==> config.mk <==
export PLATFORM = sky130hd
export DESIGN_NAME = seq_loss_tracker_top_flat
export DESIGN_NICKNAME = d
export VERILOG_FILES = /design/src/rtl/core/slt_pkg.sv /design/src/rtl/core/slt_if.sv /design/src/rtl/core/slt_ram.sv /design/src/rtl/core/slt_update.sv /design/src/rtl/core/seq_loss_tracker_top.sv /design/src/flat_wrapper.sv
export SDC_FILE = /design/constraint.sdc
export NUM_CORES = 1
export LEC_CHECK = 0
export ABC_CLOCK_PERIOD_IN_PS = 18200
export BUFFER_PORTS_ARGS = -buffer_cell sky130_fd_sc_hd__buf_2
export CAP_MARGIN = 20
export CORE_ASPECT_RATIO = 0.5
export CORE_MARGIN = 5
export CORE_UTILIZATION = 44
export CTS_BUF_LIST = sky130_fd_sc_hd__clkbuf_2
export CTS_CLUSTER_SIZE = 24
export DETAILED_ROUTE_END_ITERATION = 8
export PLACE_DENSITY = 0.64
export SYNTH_ARGS = -nofsm -noshare
export SYNTH_HDL_FRONTEND = slang
export SYNTH_SLANG_ARGS = --single-unit
==> constraint.sdc <==
create_clock -name clk_i -period 18.2 [get_ports clk_i]
set_input_delay 0.91 -clock clk_i [delete_from_list [all_inputs] [get_ports clk_i]]
set_output_delay 0.91 -clock clk_i [all_outputs]
set_load 0.01 [all_outputs]
==> src/rtl/core/slt_pkg.sv <==
package slt_pkg;

  // sequence space and table size
  localparam int SEQ_MODULUS = 32768;
  localparam int NEIGHBORS   = 8;

  localparam int NB_IN_W = 3;
  localparam int SEQ_W   = 16;
  localparam int IV_W    = 32;
  localparam int NB_W    = (NEIGHBORS > 1) ? $clog2(NEIGHBORS) : 1;

  localparam logic [SEQ_W-1:0] SEQ_SPECIAL = 16'hffff;
  localparam logic [SEQ_W-1:0] SEQ_HALF    = SEQ_W'(SEQ_MODULUS / 2);
  localparam logic [SEQ_W-1:0] SEQ_LAST    = SEQ_W'(SEQ_MODULUS - 1);
  localparam logic [SEQ_W-1:0] ROUNDS_MAX  = 16'hffff;
  localparam logic [IV_W-1:0]  SEQ_MOD_IV  = IV_W'(SEQ_MODULUS);

  typedef enum logic [2:0] {
    V_INORDER = 3'd0,
    V_OLD     = 3'd1,
    V_WRAP    = 3'd2,
    V_LOSS    = 3'd3,
    V_SPECIAL = 3'd4
  } verdict_e;

  // one table entry per neighbor
  typedef struct packed {
    logic [SEQ_W-1:0] expected;
    logic [SEQ_W-1:0] last_clean;
    logic [SEQ_W-1:0] rounds;
  } entry_t;

  localparam int ENTRY_W = $bits(entry_t);

  // result of one table update
  typedef struct packed {
    entry_t          next;
    verdict_e        verdict;
    logic [IV_W-1:0] interval;
  } upd_t;

  // fold an out-of-range neighbor index back into the table
  function automatic logic [NB_W-1:0] nb_index(input logic [NB_IN_W-1:0] nb);
    logic [8:0] v;
    v = {6'd0, nb};
    for (int k = 0; k < 8; k++) begin
      if (v >= 9'(NEIGHBORS)) begin
        v = v - 9'(NEIGHBORS);
      end
    end
    return v[NB_W-1:0];
  endfunction

endpackage

==> src/rtl/core/slt_if.sv <==
// input channel: neighbor and received sequence number
interface slt_in_if;
  logic        valid;
  logic        ready;
  logic [2:0]  neighbor;
  logic [15:0] seq;

  modport source (output valid, output neighbor, output seq, input ready);
  modport sink   (input valid, input neighbor, input seq, output ready);
endinterface

// output channel: verdict and loss interval
interface slt_out_if;
  logic        valid;
  logic        ready;
  logic [2:0]  verdict;
  logic [31:0] loss_interval;

  modport source (output valid, output verdict, output loss_interval, input ready);
  modport sink   (input valid, input verdict, input loss_interval, output ready);
endinterface

==> src/rtl/core/slt_ram.sv <==
module slt_ram #(
  parameter int WIDTH = 8,
  parameter int DEPTH = 8
) (
  input  logic                                    clk_i,
  input  logic                                    we_i,
  input  logic [((DEPTH > 1) ? $clog2(DEPTH) : 1)-1:0] waddr_i,
  input  logic [WIDTH-1:0]                        wdata_i,
  input  logic                                    re_i,
  input  logic [((DEPTH > 1) ? $clog2(DEPTH) : 1)-1:0] raddr_i,
  output logic [WIDTH-1:0]                        rdata_o
);

  logic [WIDTH-1:0] mem_q [DEPTH];
  logic [WIDTH-1:0] rdata_q;

  // write port
  always_ff @(posedge clk_i) begin
    if (we_i) begin
      mem_q[waddr_i] <= wdata_i;
    end
  end

  // registered read port, holds when idle
  always_ff @(posedge clk_i) begin
    if (re_i) begin
      rdata_q <= mem_q[raddr_i];
    end
  end

  assign rdata_o = rdata_q;

endmodule

==> src/rtl/core/slt_update.sv <==
module slt_update (
  input  slt_pkg::entry_t             cur_i,
  input  logic [slt_pkg::SEQ_W-1:0]   seq_i,
  output slt_pkg::upd_t               upd_o
);
  import slt_pkg::*;

  logic [SEQ_W-1:0] e;
  logic [SEQ_W-1:0] ahead;
  logic [SEQ_W-1:0] behind;
  logic             is_next;
  logic [IV_W-1:0]  iv;
  entry_t           loss_entry;

  assign e      = cur_i.expected;
  assign ahead  = seq_i - e;
  assign behind = e - seq_i;
  assign is_next = {1'b0, seq_i} == ({1'b0, e} + 17'd1);

  // interval since the last loss, taken before the update
  assign iv = SEQ_MOD_IV * {16'd0, cur_i.rounds}
            + ({16'd0, e} - {16'd0, cur_i.last_clean});

  always_comb begin
    loss_entry.expected   = seq_i;
    loss_entry.last_clean = seq_i;
    loss_entry.rounds     = '0;
  end

  // classify and compute the new entry
  always_comb begin
    upd_o.next     = cur_i;
    upd_o.verdict  = V_OLD;
    upd_o.interval = '0;
    if (seq_i == SEQ_SPECIAL) begin
      upd_o.verdict = V_SPECIAL;
    end else if (seq_i == e) begin
      upd_o.verdict = V_OLD;
    end else if (seq_i > e) begin
      if (ahead > SEQ_HALF) begin
        upd_o.verdict = V_OLD;
      end else if (is_next) begin
        upd_o.verdict       = V_INORDER;
        upd_o.next.expected = seq_i;
      end else begin
        upd_o.verdict  = V_LOSS;
        upd_o.next     = loss_entry;
        upd_o.interval = iv;
      end
    end else begin
      if (behind < SEQ_HALF) begin
        upd_o.verdict = V_OLD;
      end else if (e == SEQ_LAST && seq_i == '0) begin
        upd_o.verdict       = V_WRAP;
        upd_o.next.expected = '0;
        if (cur_i.rounds != ROUNDS_MAX) begin
          upd_o.next.rounds = cur_i.rounds + 16'd1;
        end
      end else begin
        upd_o.verdict  = V_LOSS;
        upd_o.next     = loss_entry;
        upd_o.interval = iv;
      end
    end
  end

endmodule

==> src/rtl/core/seq_loss_tracker_top.sv <==
// channel | dir | signals                          | meaning
// in_i    | in  | valid ready neighbor[3] seq[16]  | received packet per neighbor
// out_o   | out | valid ready verdict[3] iv[32]    | classification and loss interval
//
// one item per cycle unless output stalls; update stage feeds the result register
// the neighbor table is read on input transfer and written as the item leaves update;
// the last write is forwarded, so back-to-back items to one neighbor see fresh state
// reset clears per-entry valid bits at once; an entry not yet written reads as zero
// a stalled result register holds the update stage, which in turn holds the input
module seq_loss_tracker_top (
  input  logic      clk_i,
  input  logic      rst_ni,
  slt_in_if.sink    in_i,
  slt_out_if.source out_o
);
  import slt_pkg::*;

  logic                s1_vld_q;
  logic [NB_W-1:0]     s1_idx_q;
  logic [SEQ_W-1:0]    s1_seq_q;
  logic                s1_adv;
  logic                in_xfer;
  logic [NB_W-1:0]     in_idx;

  logic [NEIGHBORS-1:0] ent_vld_q;
  logic                 wb_vld_q;
  logic [NB_W-1:0]      wb_idx_q;
  entry_t               wb_data_q;

  logic [ENTRY_W-1:0]   rdata;
  entry_t               cur;
  upd_t                 upd;
  logic                 we;

  logic                 out_vld_q;
  logic [2:0]           out_verdict_q;
  logic [IV_W-1:0]      out_iv_q;

  // handshake control
  assign in_xfer    = in_i.valid && in_i.ready;
  assign s1_adv     = s1_vld_q && (!out_vld_q || out_o.ready);
  assign in_i.ready = !s1_vld_q || s1_adv;
  assign in_idx     = nb_index(in_i.neighbor);

  // entry table
  slt_ram #(
    .WIDTH (ENTRY_W),
    .DEPTH (NEIGHBORS)
  ) u_table (
    .clk_i   (clk_i),
    .we_i    (we),
    .waddr_i (s1_idx_q),
    .wdata_i (upd.next),
    .re_i    (in_xfer),
    .raddr_i (in_idx),
    .rdata_o (rdata)
  );

  // update stage registers
  always_ff @(posedge clk_i or negedge rst_ni) begin
    if (!rst_ni) begin
      s1_vld_q <= 1'b0;
    end else if (in_i.ready) begin
      s1_vld_q <= in_i.valid;
    end
  end

  always_ff @(posedge clk_i) begin
    if (in_xfer) begin
      s1_idx_q <= in_idx;
      s1_seq_q <= in_i.seq;
    end
  end

  // forward the last write, unwritten entries read as zero
  always_comb begin
    if (wb_vld_q && wb_idx_q == s1_idx_q) begin
      cur = wb_data_q;
    end else if (ent_vld_q[s1_idx_q]) begin
      cur = entry_t'(rdata);
    end else begin
      cur = '0;
    end
  end

  slt_update u_update (
    .cur_i (cur),
    .seq_i (s1_seq_q),
    .upd_o (upd)
  );

  assign we = s1_adv && (upd.verdict != V_SPECIAL);

  // write-back tracking
  always_ff @(posedge clk_i or negedge rst_ni) begin
    if (!rst_ni) begin
      ent_vld_q <= '0;
      wb_vld_q  <= 1'b0;
    end else if (we) begin
      ent_vld_q[s1_idx_q] <= 1'b1;
      wb_vld_q            <= 1'b1;
    end
  end

  always_ff @(posedge clk_i) begin
    if (we) begin
      wb_idx_q  <= s1_idx_q;
      wb_data_q <= upd.next;
    end
  end

  // result register
  always_ff @(posedge clk_i or negedge rst_ni) begin
    if (!rst_ni) begin
      out_vld_q <= 1'b0;
    end else if (s1_adv) begin
      out_vld_q <= 1'b1;
    end else if (out_o.ready) begin
      out_vld_q <= 1'b0;
    end
  end

  always_ff @(posedge clk_i) begin
    if (s1_adv) begin
      out_verdict_q <= upd.verdict;
      out_iv_q      <= upd.interval;
    end
  end

  assign out_o.valid         = out_vld_q;
  assign out_o.verdict       = out_verdict_q;
  assign out_o.loss_interval = out_iv_q;

  // an accepted item always reaches the update stage
  a_xfer_to_s1: assert property (@(posedge clk_i) disable iff (!rst_ni)
    in_xfer |=> s1_vld_q)
    else $error("accepted item did not reach update stage");

  // input backs up only when both stages are full and the output stalls
  a_ready_low: assert property (@(posedge clk_i) disable iff (!rst_ni)
    !in_i.ready |-> (s1_vld_q && out_vld_q && !out_o.ready))
    else $error("input stalled without a full pipeline");

  // loss interval is zero unless a loss is reported
  a_iv_zero: assert property (@(posedge clk_i) disable iff (!rst_ni)
    (out_o.valid && out_o.verdict != V_LOSS) |-> (out_o.loss_interval == '0))
    else $error("nonzero interval without loss");

endmodule

==> src/flat_wrapper.sv <==
// flat-port wrapper written by rule: the top's interface ports become plain ports
module seq_loss_tracker_top_flat import slt_pkg::*;
  (clk_i, rst_ni, in_i_valid, in_i_neighbor, in_i_seq, in_i_ready, out_o_valid, out_o_verdict, out_o_loss_interval, out_o_ready);
  slt_in_if in_i_i ();
  slt_out_if out_o_i ();
  input  logic clk_i;
  input  logic rst_ni;
  input wire logic [$bits(in_i_i.valid)-1:0] in_i_valid;
  input wire logic [$bits(in_i_i.neighbor)-1:0] in_i_neighbor;
  input wire logic [$bits(in_i_i.seq)-1:0] in_i_seq;
  output wire logic [$bits(in_i_i.ready)-1:0] in_i_ready;
  output wire logic [$bits(out_o_i.valid)-1:0] out_o_valid;
  output wire logic [$bits(out_o_i.verdict)-1:0] out_o_verdict;
  output wire logic [$bits(out_o_i.loss_interval)-1:0] out_o_loss_interval;
  input wire logic [$bits(out_o_i.ready)-1:0] out_o_ready;
  assign in_i_i.valid = in_i_valid;
  assign in_i_i.neighbor = in_i_neighbor;
  assign in_i_i.seq = in_i_seq;
  assign in_i_ready = in_i_i.ready;
  assign out_o_valid = out_o_i.valid;
  assign out_o_verdict = out_o_i.verdict;
  assign out_o_loss_interval = out_o_i.loss_interval;
  assign out_o_i.ready = out_o_ready;
  seq_loss_tracker_top u_core (.clk_i(clk_i), .rst_ni(rst_ni), .in_i(in_i_i), .out_o(out_o_i));
endmodule
==> results.toml <==
[run_status]
outcome = "completed"

[pwr]
pwr-share-clk_pct = 20.9
ir_drop_uv = 50.1
power_frac_comb_pct = 30.0
power_frac_seq_pct = 49.1
p_sw_share_pct = 34.8
p_int_mw = 2.24
power_leakage_nw = 9.79
p_per_area_nw_per_um2 = 122
power.switching_mw = 1.20

[logic_synthesis]
ys_ff_latch = 548
ys_seq_area_share_pct = 64.0
synth_top_area_share_pct = 62.9
synth-main-ff-cell = "edfxtp_1"
syn-num-nets = 1784
async_flop_share_pct = 2.01
synth-edff-count = 537
synth_most_common_cell = "edfxtp_1"
yosysTopAreaCell = "edfxtp_1"
yosys-top-cells-area = "edfxtp_1, mux4_2, ha_1, mux2_2, nand2_1"
synthesis.area_um2 = 25600
yosys_warnings = 0
synthCells = 1710
syn_avg_cell_area_um2 = 15.0
synth_commonest_cells = "edfxtp_1, nand2_1, mux4_2"
synth_cell_types = 88

[clocking]
root_buffer = "clkbuf_2"
cts_tree = "yes"
clk_latency_ps = 1090
numCtsBuffers = 118
h-tree-depth = 3
clk_pin_slew_ps = 130
clk_path_buf_depth = 3
clock-sinks = 548

[timing]
setup_viol = 0
setup_tns_ps = 0
finClkSkew_ps = 54.4
grt_setup_unrepaired = "false"
hold_violations = 0
fin_crit_sh_pct = 44.9
min_period_ps = 8180
relSlewSlack_pct = 21.4
max_freq_mhz = 122
slew_viol_final = 0
tightest_slew_ps = 1170

[final_layout]
finish.instance_area_um2 = 28100
fin_nets = 1933
drive_above_1_share_pct = 23.4
area_delta_synth_final_pct = 9.54
nFillCells = 4965
fin_util_pct = 48.8

[die]
rows = 62
ios = 60
die_area_um2 = 63400
die_y_um = 181
initial_utilization_pct = 44.6
fp.coreArea_um2 = 57500
chipWidth_um = 351

[global_routing]
grt_pass1_wl_mm = 103
first_global_vias = 16100
grt.total_usage_pct = 21.5
overflow = 0
grt_max_degree = 65
antenna_found_initial = 2

[route]
highest_layer = "met4"
drc = 0
route.met2.wl_mm = 31.3
drtPass1Iterations = 5
met3_length_mm = 4.91
drtIter0Drc = 1935
wl_mm = 68.4
wl_per_cell_um = 25.2
met1_length_mm = 30.4
ant_nets = 0
vias = 16500
viasPerCell = 6.06

[critical_path]
crit_arrival_ps = 8880
start_kind = "flop"
critPathMaxFanout = 41
end_kind = "flop"
r2r_start = "u_core.s1_idx_q[2]"
startpoint = "u_core.s1_idx_q[2]"
crit_required_ps = 18900
crit_type = "flop to flop"

[place]
dp_hpwl_mm = 42.7
port-buffer-count = 59
place.gp.congestion = 0.972
placed_area_um2 = 26800

[min_path]
hold_path.class = "primary input to asynchronous set/reset pin"

[flow_run]
cap_violations = 0
-- critical path, stage by stage (launching register included) --
cell and delay (ps):
edfxtp_1 610, xor2_1 280, nor4_4 290, buf_4 440
a21oi_2 140, a21boi_1 840, clkinv_1 560, ha_1 600
and2_1 230, nand3_1 170, or3_1 510, o32a_1 190
o21ai_1 280, o21a_1 240, o211ai_1 110, o41a_1 420
buf_4 250, or2_1 570, o311ai_1 1030
-- per-stage QoR --
step	setup WS, ps	cells	power, mW	hold WS (ps)
after global routing	9840	2715	3.63	215
after detailed placement	10330	2485	2.72	462
after floorplan	10590	1710	2.38	431
after global placement	10370	2484	2.71	463
final	10020	2715	3.44	331
after CTS	10290	2709	3.45	170
-- final timing paths --
path,endpoint,slack (ps),cells after the start
max,u_core.u_table.mem_q[0][37],10020,18
min,u_core.wb_vld_q,330,2
max reg2reg,u_core.u_table.mem_q[0][37],10020,18
min reg2reg,u_core.ent_vld_q[3],490,1
max in group asynchronous,u_core.s1_vld_q,17630,2
min in group clk_i,u_core.s1_idx_q[1],380,1
-- layout make-up --
type / count / area [um2] / share of cell area (%)
inverter: 67 / 251 / 0.896
sequential: 548 / 16400 / 58.4
antenna: 3 / 7.51 / 0.0268
clock inverter: 48 / 219 / 0.780
tap: 768 / 961 / 3.42
multi-input combinational: 1007 / 8660 / 30.9
clock buffer: 157 / 786 / 2.80
timing repair buffer: 117 / 777 / 2.77
-- kinds of logic (layout without fill, tap and decap cells) --
logic type / Yosys count / after routing / synth area share (%)
DFF: 548 / 548 / 64.0
and+or+nand+nor: 376 / 376 / 7.62
AOI/OAI and AO/OA: 366 / 366 / 10.2
muxes: 168 / 168 / 11.5
buffers and inverters: 155 / 389 / 2.51
adders and majority gates: 51 / 51 / 2.55
xor gates and xnor gates: 46 / 46 / 1.57
other: 0 / 3 / 0
-- per-layer routing --
metal | vias up | global-route usage (%)
met5 | - | 0
met4 | 0 | 6.85
met3 | 119 | 4.09
met2 | 773 | 32.9
met1 | 8321 | 31.2
li1 | 7238 | -
-- cell usage in the layout (no fill, tap or decap), drive strengths merged, types with 9 or more instances in the layout --
master / n
edfxtp: 537
clkbuf: 157
nand2: 99
buf: 98
mux4: 96
inv: 68
a21oi: 62
mux2: 51
nor2: 51
ha: 49
o21ai: 49
clkinv: 46
and2: 39
nand3: 37
o211ai: 37
xnor2: 34
a31oi: 31
nor3: 31
and3: 30
a22oi: 27
mux2i: 21
a21o: 20
dlygate4sd3: 19
nand4: 16
o311ai: 16
nor4: 15
or2: 14
xor2: 12
dfrtp: 11
a21boi: 11
a211oi: 10
a211o: 10
nand2b: 9
o21a: 9
or3: 9
-- power by group through the flow --
stage	logic [mW]	clock network (mW)	registers, mW
2_1_floorplan	0.676	0	1.70
3_3_place_gp	0.998	0	1.71
3_5_place_dp	1.01	0	1.71
4_1_cts	1.01	0.749	1.69
5_1_grt	1.12	0.814	1.70
6_report	1.03	0.718	1.69
-- sequential cells by signal, summed over array words and instances, names as in the netlist --
name	flops
u_core.u_table.mem_q	384
u_core.u_table.rdata_o	48
u_core.wb_data_q	48
u_core.out_o.loss_interval	32
u_core.s1_seq_q	16
u_core.ent_vld_q	8
u_core.out_o.verdict	3
u_core.s1_idx_q	3
u_core.wb_idx_q	3
u_core.out_o.valid	1
u_core.s1_vld_q	1
u_core.wb_vld_q	1
-- timing repair --
| item | in CTS | in global routing |
|---|---|---|
| hold endpoints to repair | 29 | 0 |
| resized for setup | 0 | 0 |
| hold buffers | 19 | 0 |
| buffers inserted | 0 | 0 |
Note: power is estimated with default switching activity, not from simulation.
